## config.mk

```make
export PLATFORM = sky130hd
export DESIGN_NAME = round_robin_slice_scheduler
export DESIGN_NICKNAME = d
export VERILOG_FILES = /design/src/rtl/rrss_pkg.sv /design/src/rtl/rrss_ram.sv /design/src/rtl/round_robin_slice_scheduler.sv
export SDC_FILE = /design/constraint.sdc
export NUM_CORES = 1
export LEC_CHECK = 0
export BUFFER_PORTS_ARGS = -buffer_cell sky130_fd_sc_hd__buf_4
export CORE_ASPECT_RATIO = 0.9
export CORE_UTILIZATION = 55
export CTS_BUF_LIST = sky130_fd_sc_hd__clkbuf_4
export CTS_CLUSTER_SIZE = 40
export DETAILED_ROUTE_END_ITERATION = 10
export GPL_ROUTABILITY_DRIVEN = 0
export PLACE_DENSITY = 0.72
export SLEW_MARGIN = 20
export SYNTH_ARGS = -nofsm -noshare
export SYNTH_HDL_FRONTEND = slang
export SYNTH_SLANG_ARGS = --single-unit
```

## constraint.sdc

```tcl
create_clock -name clk_i -period 12.95 [get_ports clk_i]
set_input_delay 1.295 -clock clk_i [delete_from_list [all_inputs] [get_ports clk_i]]
set_output_delay 1.295 -clock clk_i [all_outputs]
set_load 0.02 [all_outputs]
```

## src/rtl/rrss_pkg.sv

```systemverilog
// Types and constants shared by the round-robin slice scheduler.
// Holds the command and status codes, the ring entry layout and the input and result words.
`default_nettype none

package rrss_pkg;

  localparam int unsigned PID_W    = 8;
  localparam int unsigned BURST_W  = 16;
  localparam int unsigned SLICE_W  = 8;
  localparam int unsigned TIME_W   = 32;
  localparam int unsigned CFG_IDX_W = 1;

  localparam logic [SLICE_W-1:0] QUANTUM_RESET = 8'd4;
  localparam logic [TIME_W-1:0]  LIMIT_RESET   = 32'd1500;
  localparam logic [PID_W-1:0]   PID_FIRST     = 8'd1;

  typedef enum logic {
    CMD_ADD      = 1'b0,
    CMD_DISPATCH = 1'b1
  } cmd_e;

  typedef enum logic [1:0] {
    ST_ADDED      = 2'd0,
    ST_FULL       = 2'd1,
    ST_DISPATCHED = 2'd2,
    ST_EMPTY      = 2'd3
  } status_e;

  typedef enum logic [CFG_IDX_W-1:0] {
    CFG_QUANTUM = 1'b0,
    CFG_LIMIT   = 1'b1
  } cfg_idx_e;

  typedef struct packed {
    logic [PID_W-1:0]   pid;
    logic [BURST_W-1:0] remaining;
  } entry_t;

  localparam int unsigned ENTRY_W = $bits(entry_t);

  typedef struct packed {
    cmd_e               command;
    logic [BURST_W-1:0] burst_time;
  } in_word_t;

  typedef struct packed {
    status_e            status;
    logic [PID_W-1:0]   process_id;
    logic [SLICE_W-1:0] slice_time;
    logic [TIME_W-1:0]  finish_time;
    logic               retired;
    logic               limit_reached;
  } out_word_t;

endpackage

`default_nettype wire

```

## src/rtl/rrss_ram.sv

```systemverilog
// Generic single-port-write, single-port-read RAM with registered read data.
// Stand-alone; used for the scheduler's process ring.
`default_nettype none

module rrss_ram #(
  parameter int unsigned WIDTH = 24,
  parameter int unsigned DEPTH = 16
) (
  input  wire logic                     clk_i,
  input  wire logic                     wr_en_i,
  input  wire logic [$clog2(DEPTH)-1:0] wr_addr_i,
  input  wire logic [WIDTH-1:0]         wr_data_i,
  input  wire logic [$clog2(DEPTH)-1:0] rd_addr_i,
  output logic      [WIDTH-1:0]         rd_data_o
);

  logic [WIDTH-1:0] mem_q [DEPTH];

  always_ff @(posedge clk_i) begin
    if (wr_en_i) begin
      mem_q[wr_addr_i] <= wr_data_i;
    end
    rd_data_o <= mem_q[rd_addr_i];
  end

endmodule

`default_nettype wire

```

## src/rtl/round_robin_slice_scheduler.sv

```systemverilog
// Round-robin slice scheduler: ring of processes served one quantum per dispatch.
// A result word is registered and shown in the cycle after its input word is accepted.
// One word per cycle unless a result stalls; head entry prefetched from ring RAM with bypass.
// Reset: empty ring, identifiers restart at 1, elapsed time 0, quantum 4, limit 1500.
// Ring RAM contents are not cleared; only counted entries are read.
// Depends on rrss_pkg and rrss_ram.
`default_nettype none

module round_robin_slice_scheduler #(
  parameter int unsigned QUEUE_DEPTH = 16
) (
  input  wire logic                                clk_i,
  input  wire logic                                rst_ni,
  input  wire logic                                in_valid_i,
  input  wire rrss_pkg::in_word_t                  in_word_i,
  output logic                                     in_stall_o,
  output logic                                     out_valid_o,
  output rrss_pkg::out_word_t                      out_word_o,
  input  wire logic                                out_stall_i,
  input  wire logic                                cfg_valid_i,
  output logic                                     cfg_ready_o,
  input  wire logic [rrss_pkg::CFG_IDX_W-1:0]      cfg_index_i,
  input  wire logic [rrss_pkg::TIME_W-1:0]         cfg_data_i
);

  import rrss_pkg::*;

  localparam int unsigned IDX_W = (QUEUE_DEPTH > 1) ? $clog2(QUEUE_DEPTH) : 1;
  localparam int unsigned CNT_W = $clog2(QUEUE_DEPTH + 1);
  localparam logic [IDX_W-1:0] IDX_LAST = IDX_W'(QUEUE_DEPTH - 1);
  localparam logic [CNT_W-1:0] CNT_FULL = CNT_W'(QUEUE_DEPTH);

  logic [IDX_W-1:0]   head_q, head_d, tail_q, tail_d;
  logic [CNT_W-1:0]   count_q, count_d;
  logic [PID_W-1:0]   nid_q, nid_d;
  logic [TIME_W-1:0]  elapsed_q, elapsed_d;
  logic [SLICE_W-1:0] quantum_q;
  logic [TIME_W-1:0]  limit_q;
  logic               out_valid_q;
  out_word_t          res_q, res_d;
  logic               byp_q;
  entry_t             byp_data_q;

  logic               in_acc;
  logic               wr_en;
  logic [IDX_W-1:0]   wr_addr;
  entry_t             wr_data;
  logic [ENTRY_W-1:0] rd_data;
  entry_t             head_entry;
  logic [SLICE_W-1:0] quantum;
  logic [SLICE_W-1:0] slice;
  logic               fits;
  logic [TIME_W:0]    sum;

  function automatic logic [IDX_W-1:0] ring_next(input logic [IDX_W-1:0] idx);
    ring_next = (idx == IDX_LAST) ? '0 : idx + IDX_W'(1);
  endfunction

  assign cfg_ready_o = 1'b1;
  assign in_stall_o  = out_valid_q & out_stall_i;
  assign in_acc      = in_valid_i & ~in_stall_o;

  assign head_entry = byp_q ? byp_data_q : entry_t'(rd_data);
  assign quantum    = (quantum_q == '0) ? SLICE_W'(1) : quantum_q;
  assign fits       = head_entry.remaining <= BURST_W'(quantum);
  assign slice      = fits ? head_entry.remaining[SLICE_W-1:0] : quantum;
  assign sum        = {1'b0, elapsed_q} + (TIME_W + 1)'(slice);

  always_comb begin
    head_d    = head_q;
    tail_d    = tail_q;
    count_d   = count_q;
    nid_d     = nid_q;
    elapsed_d = elapsed_q;
    wr_en     = 1'b0;
    wr_addr   = tail_q;
    wr_data   = head_entry;
    res_d     = res_q;
    if (in_acc) begin
      res_d.process_id    = '0;
      res_d.slice_time    = '0;
      res_d.retired       = 1'b0;
      res_d.limit_reached = 1'b0;
      case (in_word_i.command)
        CMD_ADD: begin
          if (count_q == CNT_FULL) begin
            res_d.status = ST_FULL;
          end else begin
            res_d.status     = ST_ADDED;
            res_d.process_id = nid_q;
            wr_en            = 1'b1;
            wr_data.pid      = nid_q;
            wr_data.remaining = in_word_i.burst_time;
            tail_d           = ring_next(tail_q);
            count_d          = count_q + CNT_W'(1);
            nid_d            = nid_q + PID_W'(1);
          end
        end
        CMD_DISPATCH: begin
          if (count_q == '0) begin
            res_d.status = ST_EMPTY;
          end else begin
            res_d.status     = ST_DISPATCHED;
            res_d.process_id = head_entry.pid;
            res_d.slice_time = slice;
            res_d.retired    = fits;
            head_d           = ring_next(head_q);
            if (fits) begin
              count_d = count_q - CNT_W'(1);
            end else begin
              wr_en             = 1'b1;
              wr_data.pid       = head_entry.pid;
              wr_data.remaining = head_entry.remaining - BURST_W'(quantum);
              tail_d            = ring_next(tail_q);
            end
            elapsed_d = sum[TIME_W] ? '1 : sum[TIME_W-1:0];
          end
        end
        default: begin
          res_d.status = ST_EMPTY;
        end
      endcase
      res_d.finish_time = elapsed_d;
    end
  end

  rrss_ram #(
    .WIDTH (ENTRY_W),
    .DEPTH (QUEUE_DEPTH)
  ) u_ring (
    .clk_i     (clk_i),
    .wr_en_i   (wr_en),
    .wr_addr_i (wr_addr),
    .wr_data_i (wr_data),
    .rd_addr_i (head_d),
    .rd_data_o (rd_data)
  );

  always_ff @(posedge clk_i or negedge rst_ni) begin
    if (!rst_ni) begin
      head_q      <= '0;
      tail_q      <= '0;
      count_q     <= '0;
      nid_q       <= PID_FIRST;
      elapsed_q   <= '0;
      quantum_q   <= QUANTUM_RESET;
      limit_q     <= LIMIT_RESET;
      out_valid_q <= 1'b0;
      byp_q       <= 1'b0;
    end else begin
      head_q    <= head_d;
      tail_q    <= tail_d;
      count_q   <= count_d;
      nid_q     <= nid_d;
      elapsed_q <= elapsed_d;
      byp_q     <= wr_en && (wr_addr == head_d);
      if (in_acc) begin
        out_valid_q <= 1'b1;
      end else if (!out_stall_i) begin
        out_valid_q <= 1'b0;
      end
      if (cfg_valid_i) begin
        case (cfg_index_i)
          CFG_QUANTUM: quantum_q <= cfg_data_i[SLICE_W-1:0];
          CFG_LIMIT:   limit_q   <= cfg_data_i;
          default:     limit_q   <= limit_q;
        endcase
      end
    end
  end

  always_ff @(posedge clk_i) begin
    res_q      <= res_d;
    byp_data_q <= wr_data;
  end

  always_comb begin
    out_word_o               = res_q;
    out_word_o.limit_reached = res_q.finish_time >= limit_q;
  end
  assign out_valid_o = out_valid_q;

  assert property (@(posedge clk_i) disable iff (!rst_ni) count_q <= CNT_FULL)
    else $error("ring count above depth");

  assert property (@(posedge clk_i) disable iff (!rst_ni)
    (count_q == '0 || count_q == CNT_FULL) |-> head_q == tail_q)
    else $error("head and tail out of step with count");

  assert property (@(posedge clk_i) disable iff (!rst_ni)
    in_acc && in_word_i.command == CMD_ADD && count_q != CNT_FULL
    |=> count_q == $past(count_q) + CNT_W'(1))
    else $error("add did not grow the ring");

  assert property (@(posedge clk_i) disable iff (!rst_ni)
    in_acc && in_word_i.command == CMD_DISPATCH && count_q == '0
    |=> out_valid_o && out_word_o.status == ST_EMPTY)
    else $error("empty dispatch not reported");

  assert property (@(posedge clk_i) disable iff (!rst_ni) in_stall_o |-> out_valid_q)
    else $error("stall without a pending result");

endmodule

`default_nettype wire
```

---- Yosys cells after proc, flatten, opt, wreduce, memory -nomap -nowiden ----
Memory sizes are Yosys's and may differ from the RTL's. A register that Yosys moved wholly into a read port is not among the register bits.
Index checks and enable logic that the tools add are counted.
word-level totals
  bits in registers ....................... 170
  RAM bits ................................ 384
  input bits .............................. 55
  output and inout port bits .............. 55
  word-level logic and storage cells ...... 88
  memories ................................ 1
operators by class
  add/sub/neg operators ................... 7
  magnitude comparators ................... 2
  eq/ne operators ......................... 9
  muxes and demuxes ....................... 38
  bitwise gates (word level) .............. 6
  reductions and logical operators ........ 9
memories
  name          words  bits a word  rd ports  clocked after memory_dff  write ports  RTL line        source
  u_ring.mem_q  16     24           1         1                         1            rrss_ram.sv:17  logic [WIDTH-1:0] mem_q [DEPTH];
operators by type and width
  cell                                                           number
  32-bit two-way mux                                             3
  24-bit two-way mux                                             3
  16-bit two-way mux                                             3
  24-bit case mux with 2 select lines                            1
  32-bit by 8-bit adder with 33-bit output                       1
  32-bit >= comparator                                           1
  4-bit two-way mux                                              8
  8-bit two-way mux                                              3
  10-bit case mux with 2 select lines                            1
  16-bit by 8-bit less-or-equal comparator with 1-bit output     1
  16-bit by 8-bit subtractor with 16-bit output                  1
  5-bit two-way mux                                              3
  1-bit two-way mux                                              10
  5-bit case mux with 2 select lines                             1
  4-bit by 1-bit adder with 4-bit output, second input constant  2
  8-bit by 1-bit adder with 8-bit output, second input constant  1
  4-bit == test, second input constant                           2
  8-bit logical NOT                                              1
  4-bit case mux with 2 select lines                             1
  4-bit AND reduction                                            2
  2-bit inequality test, second input constant                   3
  5-bit by 1-bit adder with 5-bit output, second input constant  1
  5-bit == test, second input constant                           1
  5-bit logical NOT                                              1
  other kinds (10)                                               16

---- Depth between registers and ports, before layout ----
Gate-level depths: netlist of run 1.
  word-level depth ........................ 9
  depth in mapped cells ................... 23
  gate-level depth less buffers ........... 21

---- By module ----
A second synthesis of run 1 with hierarchy kept.
unflattened totals
  cell total of the unflattened synthesis .. 1610
  area, all modules ....................... 24718.7 µm²
by module, submodules not included
  module                       times used  cells each  area an instance (µm²)  seq. area each (µm²)
  rrss_ram                     1           636         14930.6                 12011.5
  round_robin_slice_scheduler  1           974         9788.1                  4400.5

---- Worst setup path before layout of run 1 ----
OpenSTA, ideal clock, no wires.
  path kind ............................... register to register
  start ................................... register byp_q
  end ..................................... memory u_ring.mem_q[4][0], enable pin
  setup time .............................. 440 ps
  arrival ................................. 5303 ps
  required time ........................... 12510 ps
  setup slack ............................. 7207 ps
  stages on the path, launching flop included .. 15
  path buffers ............................ 4
  period minus slack after synthesis ...... 5743 ps
  path through ............................ dfrtp_1 buf_2 buf_1 buf_1 mux2i_1 ha_1 fa_1 nor2b_1 o21ai_0 a21oi_1 o22ai_1 a31oi_1 clkbuf_1 nand2_1 nor3b_1
between the ends
  word-level cells in the longest chain between the ends .. 8
RTL lines
  element                                                     RTL line                            source
  from (decl)                                                 round_robin_slice_scheduler.sv:41   logic byp_q;
  from (signal assigned)                                      round_robin_slice_scheduler.sv:156  byp_q <= wr_en && (wr_addr == head_d);
  24-bit two-way mux                                          round_robin_slice_scheduler.sv:63   assign head_entry = byp_q ? byp_data_q : entry_t'(rd_data);
  16-bit by 8-bit less-or-equal comparator with 1-bit output  round_robin_slice_scheduler.sv:65   assign fits = head_entry.remaining <= BURST_W'(quantum);
  1-bit two-way mux                                           round_robin_slice_scheduler.sv:108  if (fits) begin
  1-bit two-way mux                                           round_robin_slice_scheduler.sv:100  if (count_q == '0) begin
  1-bit case mux with 2 select lines                          round_robin_slice_scheduler.sv:84   case (in_word_i.command)
  1-bit two-way mux                                           round_robin_slice_scheduler.sv:79   if (in_acc) begin
  1-bit two-way mux                                           rrss_ram.sv:20                      if (wr_en_i) begin
  1-bit two-way mux (implied by the code)                     rrss_ram.sv:21                      mem_q[wr_addr_i] <= wr_data_i;
  to (decl)                                                   rrss_ram.sv:17
No other way between the ends.

---- Worst setup path in the final report of run 1 ----
  start ................................... register byp_q
  end ..................................... register elapsed_q[26]
between the ends
  word-level cells in the longest chain between the ends .. 7
RTL lines
  element                                                     RTL line                            source
  24-bit two-way mux (*)                                      round_robin_slice_scheduler.sv:63
  16-bit by 8-bit less-or-equal comparator with 1-bit output  round_robin_slice_scheduler.sv:65
  8-bit two-way mux (*)                                       round_robin_slice_scheduler.sv:66   assign slice = fits ? head_entry.remaining[SLICE_W-1:0] : quantum;
  via slice[0]                                                round_robin_slice_scheduler.sv:51   logic [SLICE_W-1:0] slice;
  32-bit by 8-bit adder with 33-bit output (*)                round_robin_slice_scheduler.sv:67   assign sum = {1'b0, elapsed_q} + (TIME_W + 1)'(slice);
  32-bit two-way mux (*)                                      round_robin_slice_scheduler.sv:116  elapsed_d = sum[TIME_W] ? '1 : sum[TIME_W-1:0];
  32-bit two-way mux (*)                                      round_robin_slice_scheduler.sv:100
  32-bit two-way mux (*)                                      round_robin_slice_scheduler.sv:84
  to (signal assigned)                                        round_robin_slice_scheduler.sv:155  elapsed_q <= elapsed_d;
  to (decl)                                                   round_robin_slice_scheduler.sv:36   logic [TIME_W-1:0] elapsed_q, elapsed_d;
Mark *: on every way through the listed nets, which the timed path passes. The rest lies on a longest branch.
A chain may end at the register's enable or synchronous reset.

==> summary.md, run 1 <==
| Metric | Value |
|---|---|
| Hold Fails Final Rpt | 0 |
| Reg clk slew, reported paths | 70 ps |
| Antenna-violating nets left | 0 |
| CP peak stage delay | 780 ps |
| Cell Chain, Critical Path | buf_4, mux2i_1, ha_1, fa_1, nor2b_1, o21ai_0, a21oi_1, o22ai_1, buf_4, nand2_1, mux2i_1, ha_1, inv_1, fa_1, nor2b_1, o21a_1, o21a_1, o21ai_0, buf_4, nor4_1, nor2b_1, a41oi_1 |
| Largest net degree at the start of global routing | 63 |
| Synth top area share | 0.534 |
| Crit path kind | register to register |
| Cts hold-fix bufs | 0 |
| Predominant post-synthesis flop cell | edfxtp_1 |
| Root buffer cell | clkbuf_4 |
| Max Freq | 154 MHz |
| Initial antenna violation count | 2 |
| Die area | 45300 um2 |
| Slew headroom | 0.358 |
| Final nets | 1905 |
| Layout cell share with drive strength beyond 1 | 0.293 |
| CTS sink count | 578 |
| Synth Instances | 1576 |
| Synth area leaders | edfxtp_1 (53%), mux4_2 (8.8%), dfrtp_1 (8.8%), dfxtp_1 (3.9%), ha_1 (2.9%) |
| FFs w/ async S/R, synth | 0.164 |
| Worst endpoint required time | 13630 ps |
| Worst skew pair latency | 900 ps |
| Max cap viols | 0 |
| DRT iter0 DRCs | 1232 |
| Post-synth EDFFs | 435 |
| Clock Tree Buf Depth | 3 |
| TNS Setup | 0 ps |
| Vias in the first global route | 15200 |
| Synth unique cells | 67 |
| CTS tree | done |
| Die W | 224 um |
| Die H | 202 um |
| Cts bufs inserted | 144 |
| # Post-CTS Setup Buffers | 0 |
| Startpoint Class | register |
| VDD IR max | 0.158 mV |
| DRC viols | 0 |
| Vias | 14900 |
| Detailed Route WL | 56.2 mm |
| IO Count | 110 |
| Final HPWL DP | 34.1 mm |
| Leakage power | 10.4 nW |
| Syn avg cell area | 15.5 um2 |
| FP Rows | 72 |
| H-tree depth reported by CTS | 4 |
| Arrival @ worst endpoint | 7180 ps |
| Register area share after synthesis | 0.671 |
| Tcrit/Tclk final | 0.502 |
| Drt wl/cell | 22.5 um |
| Final setup violation count | 0 |
| Net Count, Synth | 1691 |
| Status | completed |
| Total GRT Usage | 0.254 |
| Setup WS post-layout | 6450 ps |
| Drt pass-1 iters | 5 |
| Dpl ws | 6630 ps |
| Minimum clock period | 6500 ps |
| Worst Hold Class | primary input to async pin |
| Synthesized flop and latch total | 578 |
| First-pass GRT wire length | 85.5 mm |
| Mapped cell area | 24400 um2 |
| CP Max Fanout | 16 |
| Worst Setup End Kind | register |
| Vias per inst | 5.97 |
| Largest area contributor in the netlist | edfxtp_1 |
| Post-CTS sizing | 0 |
| Yosys warns | 0 |
| RSZ-0062 raised after global routing | false |
| Initial core utilization | 0.563 |
| Max stage delay cell, worst path | nor4_1 |
| Grt total ovfl | 0 |
| Worst Skew | 89.3 ps |
| Worst hold slack | 477 ps |
| Port bufs | 108 |
| Worst slew pin tran | 960 ps |
| Max-slew violations | 0 |
| Pwr per Cell Area | 220 nW/um2 |
| Area Growth Syn to Fin | 14.3% |
| Core area | 43400 um2 |
[where the power goes]
part,total (W),internal (W),switching (W)
Sequential,0.00262,0.00247,0.000152
Combinational,0.00200,0.000809,0.00119
Clock,0.00154,0.000804,0.000732
[cells by family (layout without fill, tap and decap cells)]
group	count (synthesis)	after routing	synth area share
XOR/XNOR	43	43	0.0154
adder cells (fa/ha/maj)	60	60	0.0316
other	1	2	0.000153
multiplexers	168	168	0.120
flip-flops	578	578	0.671
buffers and inverters	141	470	0.0233
AND/OR/NAND/NOR	307	307	0.0618
AO/OA/AOI/OAI	278	278	0.0758
[flip-flops by register name (all words and copies together) (netlist names)]
name	cells
byp_data_q	24
byp_q	1
count_q	5
elapsed_q	32
head_q	4
limit_q	32
nid_q	8
out_valid_o	1
out_word_o	51
quantum_q	8
tail_q	4
u_ring.mem_q	384
u_ring.rd_data_o	24
[final cells by class]
cell class | instances | area, um2
Antenna cell | 1 | 2.50
Fill cell | 3184 | 15500
Clock inverter | 54 | 323
Clock buffer | 207 | 1550
Timing Repair Buffer | 144 | 1080
Sequential cell | 578 | 16400
Multi-Input combinational cell | 857 | 7580
Tap cell | 592 | 741
Inverter | 65 | 244
[through the flow]
stage                     total power [W]  cell area (um2)  cells   util
after detailed placement          0.00463            26000   2235  0.599
final                             0.00616            27900   2498  0.643
after CTS                         0.00618            27900   2496  0.642
after floorplan                   0.00402            24400   1576      -
after global routing              0.00648            27900   2498  0.643
after global placement            0.00456            26000   2235  0.599
[layout by cell type, fill, tap and decap left out, types with 50 or more instances in the layout]
| master | netlist | layout |
|---|---|---|
| edfxtp_1 | 435 | 435 |
| a21oi_1 | 65 | 58 |
| buf_4 | 4 | 143 |
| nor2_1 | 52 | 50 |
| a22oi_1 | 52 | 52 |
| dfrtp_1 | 86 | 86 |
| clkbuf_4 | 0 | 208 |
| ha_1 | 57 | 57 |
| mux4_2 | 96 | 96 |
| inv_1 | 64 | 63 |
| nand2_1 | 108 | 108 |
[synth_stat cells (all sizes together), types with 18 or more instances]
| master | n |
|---|---|
| mux2i | 26 |
| o21ai | 41 |
| dfrtp | 86 |
| dfxtp | 48 |
| ha | 57 |
| o22a | 20 |
| nand3 | 31 |
| a31oi | 27 |
| buf | 28 |
| inv | 65 |
| nor2 | 52 |
| nor3 | 18 |
| edfxtp | 435 |
| mux4 | 96 |
| nand2 | 108 |
| a22oi | 52 |
| a21oi | 65 |
| mux2 | 46 |
| xnor2 | 28 |
| clkbuf | 48 |
[worst paths after layout]
check,start,to,slack (ps),cells past startpoint
setup reg to reg,byp_q,elapsed_q[26],6450,22
hold / removal,rst_ni,limit_q[13],480,1
hold reg to reg,limit_q[18],limit_q[18],500,1
max in group asynchronous,rst_ni,limit_q[9],11310,2
min in group clk_i,limit_q[18],limit_q[18],500,1
setup / recovery,byp_q,elapsed_q[26],6450,22
[critical path, delay by kind of cell, from the launching register on]
family / cells / cell delay, ps
compound gates: 7 / 1210
fa+ha+maj: 4 / 1280
buf+inv: 4 / 860
flops: 1 / 690
mux: 2 / 500
simple gates: 5 / 1770
[metal layers]
layer	global-route usage	part of all wire	vias to the layer above
met3	0.0602	0.081	111
met5	0	0.00023	-
met2	0.403	0.48	647
met1	0.339	0.41	7485
li1	-	-	6673
met4	0.105	0.028	2
Power figures use the tool's default switching activity.
==> inputs of run 2 (changes only) <==
Settings changed: PLACE_DENSITY 0.72 to 0.75.
Clock period 12.95 ns to 5.59 ns, I/O delays scaled along.
==> run 2 against run 1 <==
Clock skew down 34 ps. Wire length is 3.9% higher. Combinational power grew 140%. Core utilization increased by 1.5 points. Worst setup slack lost 6100 ps. Die area unchanged. Sequential share of layout area shrank 1.3 points. Global-route usage up 1.2 points. Clock power is 140% higher. Via count is 2.9% higher. Sequential power rose by 130%. Cell area is 2.4% higher.
==> summary.md, run 2 (synthesis gave the netlist of run 1 again) <==
| Metric | Value |
|---|---|
| Worst Setup End Kind | register (unchanged) |
| Cts bufs inserted | 143 (was 144) |
| Logic pwr share | 0.330 (was 0.324) |
| Grt total ovfl | 0 (unchanged) |
| Area Growth Syn to Fin | 17.0% (was 14.3%) |
| RSZ-0062 raised after global routing | false (unchanged) |
| Placed cells | 2260 (was 2235) |
| Worst skew pair latency | 870 ps (was 900 ps) |
| Final setup violation count | 0 (unchanged) |
| Port bufs | 108 (unchanged) |
| Status | completed (unchanged) |
| CP Buf/Inv Count | 5 (was 4) |
| Sequential Area | 16400 um2 (unchanged) |
| Final nets | 1963 (was 1905) |
| Slew headroom | 0.252 (was 0.358) |
| Die area | 45300 um2 (unchanged) |
| Leakage power | 10.8 nW (was 10.4 nW) |
| VDD IR max | 0.358 mV (was 0.158 mV) |
| Cell Chain, Critical Path | buf_4, mux2i_1, fa_1, nor2b_1, o21ai_0, a21oi_1, buf_4, o22ai_1, nand2_1, mux2i_1, ha_1, inv_1, fa_1, nor2b_1, o21a_1, o21a_1, o21ai_0, buf_4, nor4_1, buf_4, nor2b_1, a41oi_1 (was buf_4, mux2i_1, ha_1, fa_1, nor2b_1, o21ai_0, a21oi_1, o22ai_1, buf_4, nand2_1, mux2i_1, ha_1, inv_1, fa_1, nor2b_1, o21a_1, o21a_1, o21ai_0, buf_4, nor4_1, nor2b_1, a41oi_1) |
| Final Power | 0.0145 W (was 0.00616 W) |
| Vias per inst | 6.02 (was 5.97) |
| Vias | 15400 (was 14900) |
| TNS Setup | 0 ps (unchanged) |
| CP Max Fanout | 11 (was 16) |
| Commonest cells after routing, fill and taps aside | edfxtp_1 (435), clkbuf_4 (221), buf_4 (162) (was edfxtp_1 (435), clkbuf_4 (208), buf_4 (143)) |
| CTS sink count | 578 (unchanged) |
| Reg clk slew, reported paths | 70 ps (about the same) |
| Root buffer cell | clkbuf_4 (unchanged) |
| P_sw | 0.00485 W (was 0.00207 W) |
| Arrival @ worst endpoint | 5950 ps (was 7180 ps) |
| Die H | 202 um (unchanged) |
| H-tree depth reported by CTS | 4 (unchanged) |
| Minimum clock period | 5230 ps (was 6500 ps) |
| Multi-input gate area | 7580 um2 (about the same) |
| Clock power frac | 0.252 (was 0.249) |
| Worst endpoint required time | 6310 ps (was 13630 ps) |
| DRT iter0 DRCs | 1471 (was 1232) |
| CP peak stage delay | 470 ps (was 780 ps) |
| Layout cell share with drive strength beyond 1 | 0.301 (was 0.293) |
| Total GRT Usage | 0.266 (was 0.254) |
| Internal Power | 0.00970 W (was 0.00409 W) |
| FP Rows | 72 (unchanged) |
| # Post-CTS Setup Buffers | 0 (unchanged) |
| Pwr per Cell Area | 509 nW/um2 (was 220 nW/um2) |
| Fillers | 2990 (was 3184) |
| Max cap viols | 0 (unchanged) |
| Vias in the first global route | 15700 (was 15200) |
| Die W | 224 um (unchanged) |
| CTS tree | done (unchanged) |
| Worst slew pin tran | 1100 ps (was 960 ps) |
| Switching share of power | 0.333 (was 0.336) |
| IO Count | 110 (unchanged) |
| DRC viols | 0 (unchanged) |
| Tcrit/Tclk final | 0.935 (was 0.502) |
| Post-Layout Cell Count | 2553 (was 2498) |
| Max Freq | 191 MHz (was 154 MHz) |
| Largest net degree at the start of global routing | 65 (was 63) |
| Worst hold slack | 92.8 ps (was 477 ps) |
| Reg with most FFs | u_ring.mem_q (unchanged) |
| Max reg flops | 384 (unchanged) |
| First-pass GRT wire length | 89.8 mm (was 85.5 mm) |
| Antenna-violating nets left | 0 (unchanged) |
| Hold Fails Final Rpt | 0 (unchanged) |
| Worst Hold Class | primary input to register (was primary input to async pin) |
| Clock Tree Buf Depth | 3 (unchanged) |
| Drt wl/cell | 22.9 um (was 22.5 um) |
| Initial antenna violation count | 2 (unchanged) |
| Sequential Power Share | 0.418 (was 0.426) |
| Startpoint Class | register (unchanged) |
| Initial core utilization | 0.563 (unchanged) |
| Max-slew violations | 0 (unchanged) |
| Worst Skew | 55.6 ps (was 89.3 ps) |
| Cell mode on critical path | buf_4 |
| Drt pass-1 iters | 7 (was 5) |
| Crit-path leading delay family | compound AO/OA/AOI/OAI gates (was simple AND/OR/NAND/NOR gates) |
| Detailed Route WL | 58.4 mm (was 56.2 mm) |
| Commonest non-fill, non-tap cell in the layout | edfxtp_1 (unchanged) |
| Final HPWL DP | 36.0 mm (was 34.1 mm) |
| Max stage delay cell, worst path | dfrtp_1 (was nor4_1) |
| Core area | 43400 um2 (unchanged) |
| Crit path kind | register to register (unchanged) |
-- run 2: what timing repair did --
action | 4_1_cts | 5_1_grt
hold endpoints to repair | 72 | 0
hold buffers | 34 | 0
gates resized for setup | 0 | 4
endpoints found under the setup margin | 0 | 16
-- run 2: cell type report --
cell class / instances / share of cell area
clock inverter: 36 / 0.00954
multi-input combinational: 857 / 0.265
sequential: 578 / 0.574
antenna: 1 / 0.0000875
clock buffer: 221 / 0.0580
timing repair buffer: 203 / 0.0588
tap: 592 / 0.0259
inverter: 65 / 0.00853
-- run 2: worst min-delay path, delay by kind of cell --
family / cells / cell delay, ps
simple gates: 2 / 230
buf+inv: 1 / 90
-- run 2: through the flow --
step	instance area, um2	utilization	setup slack, ps
finish	28600	0.659	361
global route	28600	0.659	1.58
CTS	28500	0.657	387
detailed placement	26300	0.605	417
global placement	26300	0.605	526
floorplan	24400	-	-153
-- run 2: metal layers --
metal / GRT usage / vias to the layer above / part of all wire / wire (um)
li1: - / 6790 / - / -
met3: 0.0580 / 143 / 0.088 / 5120
met5: 0 / - / 0 / 0
met2: 0.420 / 769 / 0.48 / 27900
met4: 0.110 / 0 / 0.033 / 1910
met1: 0.359 / 7655 / 0.40 / 23400
-- run 2: path summary, 6_finish.rpt --
path | start | end | slack [ps] | cells after the start
max in group asynchronous | rst_ni | elapsed_q[2] | 4140 | 3
max reg2reg | byp_q | elapsed_q[26] | 360 | 22
min | out_stall_i | out_valid_o | 90 | 3
min in group asynchronous | rst_ni | limit_q[15] | 190 | 2
min reg2reg | limit_q[31] | limit_q[31] | 510 | 1
max | byp_q | elapsed_q[26] | 360 | 22
-- run 2: power by group through the flow --
stage	clock network, W	logic, W	registers (W)
detailed placement	0	0.00470	0.00616
global placement	0	0.00456	0.00613
global route	0.00398	0.00520	0.00613
floorplan	0	0.00324	0.00606
finish	0.00367	0.00480	0.00608
CTS	0.00374	0.00475	0.00607
